File: config.mk
export PLATFORM = sky130hd
export DESIGN_NAME = update_gap_miss_counter_core
export DESIGN_NICKNAME = d
export VERILOG_FILES = /design/src/rtl/core/ugmc_pkg.sv /design/src/rtl/core/ugmc_div.sv /design/src/rtl/core/ugmc_ctrl.sv /design/src/rtl/core/ugmc_dp.sv /design/src/rtl/core/update_gap_miss_counter_core.sv
export VERILOG_INCLUDE_DIRS = /design/src /design/src/rtl/core
export SDC_FILE = /design/constraint.sdc
export NUM_CORES = 2
export LEC_CHECK = 0
export BUFFER_PORTS_ARGS = -buffer_cell sky130_fd_sc_hd__buf_2
export CORE_ASPECT_RATIO = 0.75
export CORE_MARGIN = 2
export CORE_UTILIZATION = 30
export CTS_BUF_LIST = sky130_fd_sc_hd__clkbuf_8
export DETAILED_ROUTE_END_ITERATION = 12
export GPL_TIMING_DRIVEN = 0
export PLACE_DENSITY_LB_ADDON = 0.2
export SLEW_MARGIN = 20
export SYNTH_ARGS = -nofsm -noshare
export SYNTH_HDL_FRONTEND = slang
export SYNTH_SLANG_ARGS = --single-unit
File: constraint.sdc
create_clock -name clk_i -period 8.8 [get_ports clk_i]
set_input_delay 0 -clock clk_i [delete_from_list [all_inputs] [get_ports clk_i]]
set_output_delay 0 -clock clk_i [all_outputs]
set_load 0.01 [all_outputs]
File: src/rtl/core/update_gap_miss_counter_core_defines.svh
// assertion macros used by update_gap_miss_counter_core
`ifndef UPDATE_GAP_MISS_COUNTER_CORE_DEFINES_SVH
`define UPDATE_GAP_MISS_COUNTER_CORE_DEFINES_SVH

// property checked on every rising clock edge outside reset
`define UGMC_ASSERT(lbl, prop) \
  lbl: assert property (@(posedge clk_i) disable iff (!rst_ni) (prop)) \
    else $error("%m: assertion failed");

// trigger in one cycle implies consequence in the next
`define UGMC_ASSERT_NEXT(lbl, trig, cons) \
  lbl: assert property (@(posedge clk_i) disable iff (!rst_ni) (trig) |=> (cons)) \
    else $error("%m: assertion failed");

`endif

File: src/rtl/core/ugmc_pkg.sv
package ugmc_pkg;

  localparam int DATA_W     = 32;
  localparam int STAMP_BITS = 32;
  // only the low stamp bits take part, never more than the field width
  localparam int STAMP_W    = (STAMP_BITS < DATA_W) ? STAMP_BITS : DATA_W;
  localparam int SEC_W      = 23;

  // floor(x / 1000) = (x * RECIP) >> SEC_SHIFT, exact for every 32-bit x
  localparam int RECIP_W             = 29;
  localparam logic [RECIP_W-1:0] RECIP = 29'd274877907;
  localparam int SEC_SHIFT           = 38;
  localparam int PROD_W              = DATA_W + RECIP_W;

  localparam int DIV_CNT_W = $clog2(DATA_W);

  localparam int IN_DATA_W   = 32;
  localparam int OUT_PACK_W  = 3 * DATA_W + 2 * SEC_W;
  localparam int OUT_DATA_W  = ((OUT_PACK_W + 7) / 8) * 8;
  localparam int OUT_USER_W  = 5;

  localparam int APB_AW = 5;
  localparam logic [APB_AW-1:0] ADDR_UPD_PERIOD      = 5'h00;
  localparam logic [APB_AW-1:0] ADDR_GAP_CHECK_EN    = 5'h04;
  localparam logic [APB_AW-1:0] ADDR_GAP_LIMIT       = 5'h08;
  localparam logic [APB_AW-1:0] ADDR_TOLERANCE_EN    = 5'h0c;
  localparam logic [APB_AW-1:0] ADDR_TOLERANCE       = 5'h10;

  localparam logic [DATA_W-1:0] RST_UPD_PERIOD      = 32'd1000;
  localparam logic [DATA_W-1:0] RST_GAP_LIMIT       = 32'd60000;

  typedef enum logic [2:0] {
    V_FIRST       = 3'd0,
    V_NOREF_BEGIN = 3'd1,
    V_NOREF_STILL = 3'd2,
    V_REF_BACK    = 3'd3,
    V_MAX_GAP     = 3'd4,
    V_MISS        = 3'd5,
    V_OK          = 3'd6
  } verdict_e;

  typedef struct packed {
    logic [DATA_W-1:0] upd_period;
    logic              gap_check_en;
    logic [DATA_W-1:0] gap_limit;
    logic              tolerance_en;
    logic [DATA_W-1:0] tolerance;
  } ugmc_cfg_t;

  typedef struct packed {
    logic ld_input;
    logic ld_diff;
    logic ld_class;
    logic ld_elapsed;
    logic ld_noref;
    logic div_start;
    logic commit;
  } ugmc_cmd_t;

  typedef struct packed {
    logic need_div;
    logic div_busy;
    logic out_free;
  } ugmc_status_t;

  typedef struct packed {
    logic [SEC_W-1:0]  elapsed_seconds;
    logic [SEC_W-1:0]  noref_seconds;
    logic [DATA_W-1:0] gap_count;
    logic [DATA_W-1:0] miss_count;
    logic [DATA_W-1:0] interval_ms;
    logic              ref_flag;
    logic              interval_judged;
    verdict_e          verdict;
  } ugmc_result_t;

endpackage

File: src/rtl/core/ugmc_div.sv
module ugmc_div import ugmc_pkg::*; (
  input  logic              clk_i,
  input  logic              rst_ni,
  input  logic              start_i,
  input  logic [DATA_W-1:0] dividend_i,
  input  logic [DATA_W-1:0] divisor_i,
  output logic              busy_o,
  output logic [DATA_W-1:0] quotient_o
);

  logic                 busy_q, busy_d;
  logic [DIV_CNT_W-1:0] cnt_q, cnt_d;
  logic [DATA_W-1:0]    rem_q, rem_d;
  logic [DATA_W-1:0]    quo_q, quo_d;
  logic [DATA_W-1:0]    dvs_q, dvs_d;
  logic [DATA_W:0]      trial;

  // restoring division, one quotient bit per cycle
  assign trial = {rem_q, quo_q[DATA_W-1]} - {1'b0, dvs_q};

  always_comb begin
    busy_d = busy_q;
    cnt_d  = cnt_q;
    rem_d  = rem_q;
    quo_d  = quo_q;
    dvs_d  = dvs_q;
    if (start_i) begin
      busy_d = 1'b1;
      cnt_d  = '0;
      rem_d  = '0;
      quo_d  = dividend_i;
      // a zero divisor counts as one
      dvs_d  = (divisor_i == '0) ? DATA_W'(1) : divisor_i;
    end else if (busy_q) begin
      if (!trial[DATA_W]) begin
        rem_d = trial[DATA_W-1:0];
        quo_d = {quo_q[DATA_W-2:0], 1'b1};
      end else begin
        rem_d = {rem_q[DATA_W-2:0], quo_q[DATA_W-1]};
        quo_d = {quo_q[DATA_W-2:0], 1'b0};
      end
      cnt_d = cnt_q + DIV_CNT_W'(1);
      if (cnt_q == DIV_CNT_W'(DATA_W - 1)) begin
        busy_d = 1'b0;
      end
    end
  end

  always_ff @(posedge clk_i or negedge rst_ni) begin
    if (!rst_ni) begin
      busy_q <= 1'b0;
      cnt_q  <= '0;
    end else begin
      busy_q <= busy_d;
      cnt_q  <= cnt_d;
    end
  end

  always_ff @(posedge clk_i) begin
    rem_q <= rem_d;
    quo_q <= quo_d;
    dvs_q <= dvs_d;
  end

  assign busy_o     = busy_q;
  assign quotient_o = quo_q;

endmodule

File: src/rtl/core/ugmc_ctrl.sv
module ugmc_ctrl import ugmc_pkg::*; (
  input  logic         clk_i,
  input  logic         rst_ni,
  input  logic         in_valid_i,
  output logic         in_ready_o,
  input  ugmc_status_t status_i,
  output ugmc_cmd_t    cmd_o
);

  localparam logic [2:0] S_IDLE  = 3'd0;
  localparam logic [2:0] S_DIFF  = 3'd1;
  localparam logic [2:0] S_CLASS = 3'd2;
  localparam logic [2:0] S_NREF  = 3'd3;
  localparam logic [2:0] S_NSEC  = 3'd4;
  localparam logic [2:0] S_DIV   = 3'd5;
  localparam logic [2:0] S_DONE  = 3'd6;

  logic [2:0] state_q, state_d;

  always_comb begin
    cmd_o   = '0;
    state_d = state_q;
    case (state_q)
      S_IDLE: begin
        if (in_valid_i) begin
          cmd_o.ld_input = 1'b1;
          state_d        = S_DIFF;
        end
      end
      S_DIFF: begin
        cmd_o.ld_diff = 1'b1;
        state_d       = S_CLASS;
      end
      S_CLASS: begin
        cmd_o.ld_class = 1'b1;
        state_d        = S_NREF;
      end
      S_NREF: begin
        cmd_o.ld_elapsed = 1'b1;
        state_d          = S_NSEC;
      end
      S_NSEC: begin
        cmd_o.ld_noref = 1'b1;
        if (status_i.need_div) begin
          cmd_o.div_start = 1'b1;
          state_d         = S_DIV;
        end else begin
          state_d = S_DONE;
        end
      end
      S_DIV: begin
        if (!status_i.div_busy) begin
          state_d = S_DONE;
        end
      end
      S_DONE: begin
        if (status_i.out_free) begin
          cmd_o.commit = 1'b1;
          state_d      = S_IDLE;
        end
      end
      default: begin
        state_d = S_IDLE;
      end
    endcase
  end

  always_ff @(posedge clk_i or negedge rst_ni) begin
    if (!rst_ni) begin
      state_q <= S_IDLE;
    end else begin
      state_q <= state_d;
    end
  end

  assign in_ready_o = (state_q == S_IDLE);

endmodule

File: src/rtl/core/ugmc_dp.sv
module ugmc_dp import ugmc_pkg::*; (
  input  logic              clk_i,
  input  logic              rst_ni,
  input  ugmc_cfg_t         cfg_i,
  input  ugmc_cmd_t         cmd_i,
  output ugmc_status_t      status_o,
  input  logic [DATA_W-1:0] in_stamp_i,
  input  logic              in_ref_i,
  output logic              out_valid_o,
  input  logic              out_ready_i,
  output ugmc_result_t      out_result_o
);

  function automatic logic [DATA_W-1:0] diff_or_zero(input logic [STAMP_W-1:0] later,
                                                     input logic [STAMP_W-1:0] earlier);
    logic [STAMP_W-1:0] d;
    d = (later >= earlier) ? (later - earlier) : '0;
    return DATA_W'(d);
  endfunction

  // architectural state
  logic               started_q, in_noref_q;
  logic [STAMP_W-1:0] first_q, prev_q, nr_start_q;
  logic [DATA_W-1:0]  miss_q, gap_q;
  logic [SEC_W-1:0]   nr_secs_q;

  // per-word work registers
  logic [STAMP_W-1:0] stamp_q;
  logic               ref_q;
  logic [DATA_W-1:0]  el_diff_q, nr_diff_q, d_q;
  verdict_e           verdict_q, verdict_d;
  logic [PROD_W-1:0]  prod_q;
  logic [SEC_W-1:0]   elapsed_q, nr_new_q;

  logic               out_valid_q;
  ugmc_result_t       out_q, out_d;

  logic [DATA_W:0]    thresh;
  logic [DATA_W-1:0]  mul_a;
  logic [DATA_W-1:0]  quotient;
  logic               div_busy;
  logic [DATA_W-1:0]  acc_old;
  logic [DATA_W:0]    acc_sum;
  logic [DATA_W-1:0]  acc_new;
  logic               judged;

  ugmc_div u_div (
    .clk_i      (clk_i),
    .rst_ni     (rst_ni),
    .start_i    (cmd_i.div_start),
    .dividend_i (d_q),
    .divisor_i  (cfg_i.upd_period),
    .busy_o     (div_busy),
    .quotient_o (quotient)
  );

  assign thresh = {1'b0, cfg_i.upd_period} +
                  (cfg_i.tolerance_en ? {1'b0, cfg_i.tolerance} : '0);

  always_comb begin
    if (!started_q) begin
      verdict_d = V_FIRST;
    end else if (!ref_q) begin
      verdict_d = in_noref_q ? V_NOREF_STILL : V_NOREF_BEGIN;
    end else if (in_noref_q) begin
      verdict_d = V_REF_BACK;
    end else if (cfg_i.gap_check_en && (d_q > cfg_i.gap_limit)) begin
      verdict_d = V_MAX_GAP;
    end else if ({1'b0, d_q} > thresh) begin
      verdict_d = V_MISS;
    end else begin
      verdict_d = V_OK;
    end
  end

  // the one multiplier serves elapsed and no-reference seconds in turn
  assign mul_a = cmd_i.ld_class ? el_diff_q : nr_diff_q;

  assign acc_old = (verdict_q == V_MAX_GAP) ? gap_q : miss_q;
  assign acc_sum = {1'b0, acc_old} + {1'b0, quotient};
  assign acc_new = acc_sum[DATA_W] ? '1 : acc_sum[DATA_W-1:0];
  assign judged  = (verdict_q == V_MAX_GAP) || (verdict_q == V_MISS) || (verdict_q == V_OK);

  always_comb begin
    out_d                 = '0;
    out_d.verdict         = verdict_q;
    out_d.interval_judged = judged;
    out_d.interval_ms     = judged ? d_q : '0;
    out_d.ref_flag        = ref_q;
    out_d.miss_count      = (verdict_q == V_MISS) ? acc_new : miss_q;
    out_d.gap_count       = (verdict_q == V_MAX_GAP) ? acc_new : gap_q;
    out_d.noref_seconds   = (verdict_q == V_REF_BACK) ? nr_new_q : nr_secs_q;
    out_d.elapsed_seconds = elapsed_q;
  end

  always_ff @(posedge clk_i or negedge rst_ni) begin
    if (!rst_ni) begin
      started_q   <= 1'b0;
      in_noref_q  <= 1'b0;
      first_q     <= '0;
      prev_q      <= '0;
      nr_start_q  <= '0;
      miss_q      <= '0;
      gap_q       <= '0;
      nr_secs_q   <= '0;
      out_valid_q <= 1'b0;
    end else begin
      if (cmd_i.commit) begin
        out_valid_q <= 1'b1;
        prev_q      <= stamp_q;
        case (verdict_q)
          V_FIRST: begin
            started_q <= 1'b1;
            first_q   <= stamp_q;
          end
          V_NOREF_BEGIN: begin
            in_noref_q <= 1'b1;
            nr_start_q <= stamp_q;
          end
          V_NOREF_STILL: begin
            in_noref_q <= 1'b1;
          end
          V_REF_BACK: begin
            in_noref_q <= 1'b0;
            nr_start_q <= '0;
            nr_secs_q  <= nr_new_q;
          end
          V_MAX_GAP: begin
            gap_q <= acc_new;
          end
          V_MISS: begin
            miss_q <= acc_new;
          end
          default: begin
          end
        endcase
      end else if (out_ready_i) begin
        out_valid_q <= 1'b0;
      end
    end
  end

  always_ff @(posedge clk_i) begin
    if (cmd_i.ld_input) begin
      stamp_q <= in_stamp_i[STAMP_W-1:0];
      ref_q   <= in_ref_i;
    end
    if (cmd_i.ld_diff) begin
      // the first word is its own origin, so its elapsed time is zero
      el_diff_q <= started_q ? diff_or_zero(stamp_q, first_q) : '0;
      nr_diff_q <= diff_or_zero(stamp_q, nr_start_q);
      d_q       <= diff_or_zero(stamp_q, prev_q);
    end
    if (cmd_i.ld_class) begin
      verdict_q <= verdict_d;
    end
    prod_q <= PROD_W'(mul_a) * PROD_W'(RECIP);
    // the quotient is below 2^23, no clamp needed
    if (cmd_i.ld_elapsed) begin
      elapsed_q <= prod_q[SEC_SHIFT +: SEC_W];
    end
    if (cmd_i.ld_noref) begin
      nr_new_q <= prod_q[SEC_SHIFT +: SEC_W];
    end
    if (cmd_i.commit) begin
      out_q <= out_d;
    end
  end

  assign status_o.need_div = (verdict_q == V_MAX_GAP) || (verdict_q == V_MISS);
  assign status_o.div_busy = div_busy;
  assign status_o.out_free = !out_valid_q || out_ready_i;

  assign out_valid_o  = out_valid_q;
  assign out_result_o = out_q;

endmodule

File: src/rtl/core/update_gap_miss_counter_core.sv
// a word passes load, differences, classification, elapsed and no-reference seconds,
// a 32-step divide by the update interval for a maximum gap or a miss, and commit,
// which waits until the output register is free; the next word is taken only after
// commit, while the previous result may still wait in the output register
// reset: asynchronous, active low; clears counters, history and the config registers
// to their defaults (update interval 1000 ms, gap limit 60000 ms, checks off)
`include "update_gap_miss_counter_core_defines.svh"

module update_gap_miss_counter_core import ugmc_pkg::*; (
  input  logic                   clk_i,
  input  logic                   rst_ni,
  // input words
  input  logic                   s_axis_tvalid,
  output logic                   s_axis_tready,
  input  logic [IN_DATA_W-1:0]   s_axis_tdata,   // stamp_ms[31:0]
  input  logic [0:0]             s_axis_tuser,   // ref_present[0]
  // result words
  output logic                   m_axis_tvalid,
  input  logic                   m_axis_tready,
  // interval_ms[31:0], miss_count[63:32], gap_count[95:64],
  // noref_seconds[118:96], elapsed_seconds[141:119], zero fill above
  output logic [OUT_DATA_W-1:0]  m_axis_tdata,
  // verdict[2:0], interval_judged[3], ref_flag[4]
  output logic [OUT_USER_W-1:0]  m_axis_tuser,
  // register port
  input  logic                   psel,
  input  logic                   penable,
  input  logic                   pwrite,
  input  logic [APB_AW-1:0]      paddr,
  input  logic [DATA_W-1:0]      pwdata,
  output logic [DATA_W-1:0]      prdata,
  output logic                   pready
);

  ugmc_cfg_t    cfg_q;
  ugmc_cmd_t    cmd;
  ugmc_status_t status;
  ugmc_result_t result;
  logic         wr_en;
  logic         verdict_judged;

  // register file; write it only while no word is in flight, the block does not enforce this
  assign pready = 1'b1;
  assign wr_en  = psel && penable && pwrite && pready;

  always_ff @(posedge clk_i or negedge rst_ni) begin
    if (!rst_ni) begin
      cfg_q.upd_period      <= RST_UPD_PERIOD;
      cfg_q.gap_check_en    <= 1'b0;
      cfg_q.gap_limit       <= RST_GAP_LIMIT;
      cfg_q.tolerance_en    <= 1'b0;
      cfg_q.tolerance       <= '0;
    end else if (wr_en) begin
      case (paddr)
        ADDR_UPD_PERIOD:      cfg_q.upd_period      <= pwdata;
        ADDR_GAP_CHECK_EN:    cfg_q.gap_check_en    <= pwdata[0];
        ADDR_GAP_LIMIT:       cfg_q.gap_limit       <= pwdata;
        ADDR_TOLERANCE_EN:    cfg_q.tolerance_en    <= pwdata[0];
        ADDR_TOLERANCE:       cfg_q.tolerance       <= pwdata;
        default: begin
        end
      endcase
    end
  end

  // read back
  always_comb begin
    case (paddr)
      ADDR_UPD_PERIOD:      prdata = cfg_q.upd_period;
      ADDR_GAP_CHECK_EN:    prdata = DATA_W'(cfg_q.gap_check_en);
      ADDR_GAP_LIMIT:       prdata = cfg_q.gap_limit;
      ADDR_TOLERANCE_EN:    prdata = DATA_W'(cfg_q.tolerance_en);
      ADDR_TOLERANCE:       prdata = cfg_q.tolerance;
      default:              prdata = '0;
    endcase
  end

  // sequencer: load, differences, classify, seconds, optional divide, commit
  ugmc_ctrl u_ctrl (
    .clk_i      (clk_i),
    .rst_ni     (rst_ni),
    .in_valid_i (s_axis_tvalid),
    .in_ready_o (s_axis_tready),
    .status_i   (status),
    .cmd_o      (cmd)
  );

  // history, counters, seconds multiplier, divider and output register
  ugmc_dp u_dp (
    .clk_i        (clk_i),
    .rst_ni       (rst_ni),
    .cfg_i        (cfg_q),
    .cmd_i        (cmd),
    .status_o     (status),
    .in_stamp_i   (s_axis_tdata),
    .in_ref_i     (s_axis_tuser[0]),
    .out_valid_o  (m_axis_tvalid),
    .out_ready_i  (m_axis_tready),
    .out_result_o (result)
  );

  // pack the result word, first field lowest
  assign m_axis_tdata = {{(OUT_DATA_W - OUT_PACK_W){1'b0}},
                         result.elapsed_seconds,
                         result.noref_seconds,
                         result.gap_count,
                         result.miss_count,
                         result.interval_ms};
  assign m_axis_tuser = {result.ref_flag, result.interval_judged, result.verdict};

  // verdict classes that carry an assessed interval
  assign verdict_judged = (m_axis_tuser[2:0] == V_MAX_GAP) || (m_axis_tuser[2:0] == V_MISS) ||
                          (m_axis_tuser[2:0] == V_OK);

  // one word in work at a time
  `UGMC_ASSERT_NEXT(a_one_word_in_work, s_axis_tvalid && s_axis_tready, !s_axis_tready)
  // judged flag agrees with the verdict class
  `UGMC_ASSERT(a_judged_matches_verdict, m_axis_tvalid |-> (m_axis_tuser[3] == verdict_judged))
  // an unjudged word carries a zero interval
  `UGMC_ASSERT(a_unjudged_zero, (m_axis_tvalid && !m_axis_tuser[3]) |-> (result.interval_ms == '0))

endmodule
==> results.yml <==
global_routing:
  grt_antenna_before_repair: 7
  global_route.usage.met1: 0.302
  grt_remaining_overflow: 0
  grt_use_met2: 0.273
  first_pass_grt_wire_length_um: 264000
  globalRoute.busiestLayer: "met1"
  grt_util_all_layers: 0.193
  groute.layer.met3.usage: 0.0327
  grt_max_degree: 88
  first_global_vias: 40619
synth:
  synthMostInstantiatedCell: "sky130_fd_sc_hd__inv_1"
  syn-mean-instance-area_um2: 10.1
  ys_seq_elements: 737
  yosys_most_used_dff: "sky130_fd_sc_hd__edfxtp_1"
  netlist_top_cells_count: "sky130_fd_sc_hd__inv_1, sky130_fd_sc_hd__ha_1, sky130_fd_sc_hd__nand2_1, sky130_fd_sc_hd__edfxtp_1, sky130_fd_sc_hd__o21ai_0"
  main_combinational_cell_family_by_area_after_synthesis: "adder cells"
  yosys_warnings: 0
  synth-edff-count: 389
  synthCells: 5335
  yosys-top-cells-area: "sky130_fd_sc_hd__edfxtp_1, sky130_fd_sc_hd__ha_1, sky130_fd_sc_hd__dfrtp_1"
  xor_xnor_portion_of_the_synthesized_cell_area: 0.0303
  synthMuxAreaShare: 0.0384
  syn-cell-area_um2: 53700
  synthDistinctLibCells: 89
  synth-compound-area-share: 0.119
  synth_top_area_share: 0.217
  netlist.top_cell.by_area: "sky130_fd_sc_hd__edfxtp_1"
  yosys.area_share.adder: 0.259
  synth-seq-area-share: 0.375
  synth_simple_gate_area_share: 0.112
  postSynth.asyncResetShare: 0.398
layout:
  finalNetCount: 6965
  fillerInstances: 18083
  areaGrowthSynthToFinish_pct: 18.2
  final_layout_size_suffix_gt1_frac: 0.127
floorplanning:
  initial_utilization: 0.302
  die_w_um: 493
  die-area_um2: 183000
  dieHeight_um: 371
  placementRows: 134
  core_area_um2: 178000
  io-pin-count: 261
place:
  numPortBuffers: 256
  routabilityCongestion: 0.929
  place_hpwl_um: 138000
routing:
  remaining_drc_errors: 0
  antenna_violating_nets_post_route: 0
  postRouteWirelength_um: 176000
  viasPerCell: 4.87
  detailedRoute.firstPassIterationCount: 10
  drt-initial-drc-count: 3384
  wl_per_cell_um: 20.9
  route.vias.total: 41120
clock_network:
  path_clk_slew_ns: 0.07
  worst_skew_pair.late_latency_ns: 0.89
  clockRootBuffer: "sky130_fd_sc_hd__clkbuf_8"
  numClockSinks: 737
  max-clock-path-buffers: 3
  number_of_h_tree_levels: 4
  total_clock_buffers_created_by_cts: 134
  tritoncts: "yes"
setup_path:
  setup.worst_path.end_class: "register"
  regToRegStartpoint: "u_ctrl.state_q[1]"
  reg2reg_to: "u_dp.prod_q[59]"
  crit_path_max_fanout: 12
  critical_path_buffer_and_inverter_count: 10
  most_frequent_cell_on_the_critical_path: "sky130_fd_sc_hd__fa_1"
  cp_top_family: "adder cells"
  worst-setup-path-type: "register to register"
  arrival_ns: 9.26
  r2r.worst_path.cells: 32
  data_required_time_of_the_critical_path_ns: 9.58
  worst_path_max_delay_cell: "sky130_fd_sc_hd__fa_1"
  critical_path.startpoint_type: "register"
  slowest_delay_ns: 0.51
  reg2reg_slack_ns: 0.33
timing:
  max_freq_mhz: 118
  worstMarginPinSlew_ns: 1.02
  final.min_clock_period_ns: 8.47
  timing.slew.headroom: 0.317
  slew_violations: 0
  final-setup-viol-count: 0
  final.setup_skew_ns: 0.0504
  final_layout_worst_hold_slack_ns: 0.148
  final_hold_violation_count: 0
  rsz0062_at_grt: "false"
  post-route-period-util: 0.963
worst_hold_path:
  min_from: "paddr[3]"
  timing.hold.worst_endpoint: "cfg_q[65]"
  timing.hold.worst_path_depth: 4
  min-delay-path-class: "input pin to register"
job:
  maxCapViolations: 0
outcome:
  status: "finished, final reports clean"
==> worst register-to-register path: cells and delay by family, from the launching register on <==
| kind | cells | cell delay, ns |
|---|---|---|
| flip-flops | 1 | 0.40 |
| multiplexers | 1 | 0.30 |
| AND/OR/NAND/NOR | 3 | 0.49 |
| AO/OA/AOI/OAI | 8 | 1.69 |
| XOR/XNOR | 1 | 0.14 |
| adder cells (fa/ha/maj) | 9 | 4.12 |
| buffers and inverters | 10 | 1.26 |
==> worst max path at each step <==
stage | cells after the start | start | slack [ns] | endpoint
CTS | 28 | u_ctrl.state_q[2] | 0.03 | u_dp.prod_q[59]
finish | 32 | u_ctrl.state_q[1] | 0.33 | u_dp.prod_q[59]
floorplan | 30 | u_ctrl.state_q[1] | 0.34 | u_dp.prod_q[59]
detailed placement | 30 | u_ctrl.state_q[1] | -2.56 | u_dp.prod_q[53]
global placement | 2 | u_ctrl.state_q[0] | -3.32 | u_dp.el_diff_q[20]
global route | 32 | u_ctrl.state_q[1] | 0.002 | u_dp.prod_q[59]
==> through the flow <==
| stage | instance area [um2] | setup TNS, ns | setup WS [ns] | util | instances |
|---|---|---|---|---|---|
| floorplan | 53700 | 0 | 0.344 | - | 5336 |
| finish | 63500 | 0 | 0.326 | 0.357 | 8448 |
| global placement | 58000 | -672.92 | -3.32 | 0.326 | 7972 |
| detailed placement | 58500 | -51.25 | -2.56 | 0.329 | 8002 |
| global route | 63500 | 0 | 0.00181 | 0.357 | 8446 |
| CTS | 63400 | 0 | 0.0310 | 0.356 | 8439 |
==> placed cells by master, fill, tap and decap left out, drive strengths merged, types with 19 or more instances in the layout <==
cell type	n
fa	303
nand2	615
mux2	135
inv	796
o21ai	357
nand3	61
dlygate4sd3	152
nand4	50
o21a	31
a21boi	19
and3	32
dfrtp	280
nor2b	43
edfxtp	389
a21oi	243
o211ai	22
clkbuf	304
and2	79
buf	366
xnor2	115
a211oi	40
nand2b	55
o21bai	31
a31oi	43
dfxtp	55
nor2	274
clkinv	28
a222oi	31
ha	628
xor2	71
mux2i	54
nor3	48
a21o	117
==> layout make-up <==
class                   count  area [um2]  share of cell area
diodes                      4        10.0            0.000158
plain buffers             185         820              0.0129
clock buffers             150        2060              0.0325
clock inverters            93         546             0.00859
inverters                 751        2860              0.0450
multi-input cells        3661       30500               0.479
flip-flops and latches    737       20100               0.317
well taps                2380        2980              0.0469
repair buffers            487        3670              0.0578
==> routing by layer <==
metal,part of all wire,vias to the layer above
li1,-,19505
met1,0.52,20363
met2,0.41,1093
met3,0.061,159
met4,0.016,0
met5,0,-
==> sequential cells by signal (all words and copies together) (netlist names), 3 cells and up <==
register and count:
u_ctrl.state_q 3, u_dp.first_q 32, u_dp.nr_secs_q 23, u_dp.el_diff_q 32, u_dp.prev_q 32, u_dp.u_div.cnt_q 5
cfg_q 98, u_dp.stamp_q 32, u_dp.u_div.rem_q 32, u_dp.u_div.dvs_q 32, u_dp.nr_start_q 32, u_dp.u_div.quotient_o 32
u_dp.miss_q 32, u_dp.nr_diff_q 32, u_dp.nr_new_q 23, u_dp.prod_q 23, u_dp.gap_q 32, u_dp.d_q 32
u_dp.elapsed_q 23, u_dp.out_result_o 147, u_dp.verdict_q 3
==> what timing repair did <==
action / CTS / global route
pin swaps: 0 / 2
hold endpoints to repair: 420 / 0
buffers inserted: 42 / 6
hold buffers: 153 / 0
resized for setup: 74 / 20
endpoints found under the setup margin: 23 / 18
==> cell families (layout without fill, tap and decap cells) <==
logic type / count (synthesis) / count (layout)
XOR/XNOR: 186 / 186
adder cells (fa/ha/maj): 931 / 931
other: 2 / 7
buffers and inverters: 938 / 1666
multiplexers: 189 / 189
AND/OR/NAND/NOR: 1324 / 1324
flip-flops: 737 / 737
AO/OA/AOI/OAI: 1028 / 1028
Power is left out: the tool's default activity adds up to more than one toggle a clock period on the data nets, which glitch-free logic cannot reach.
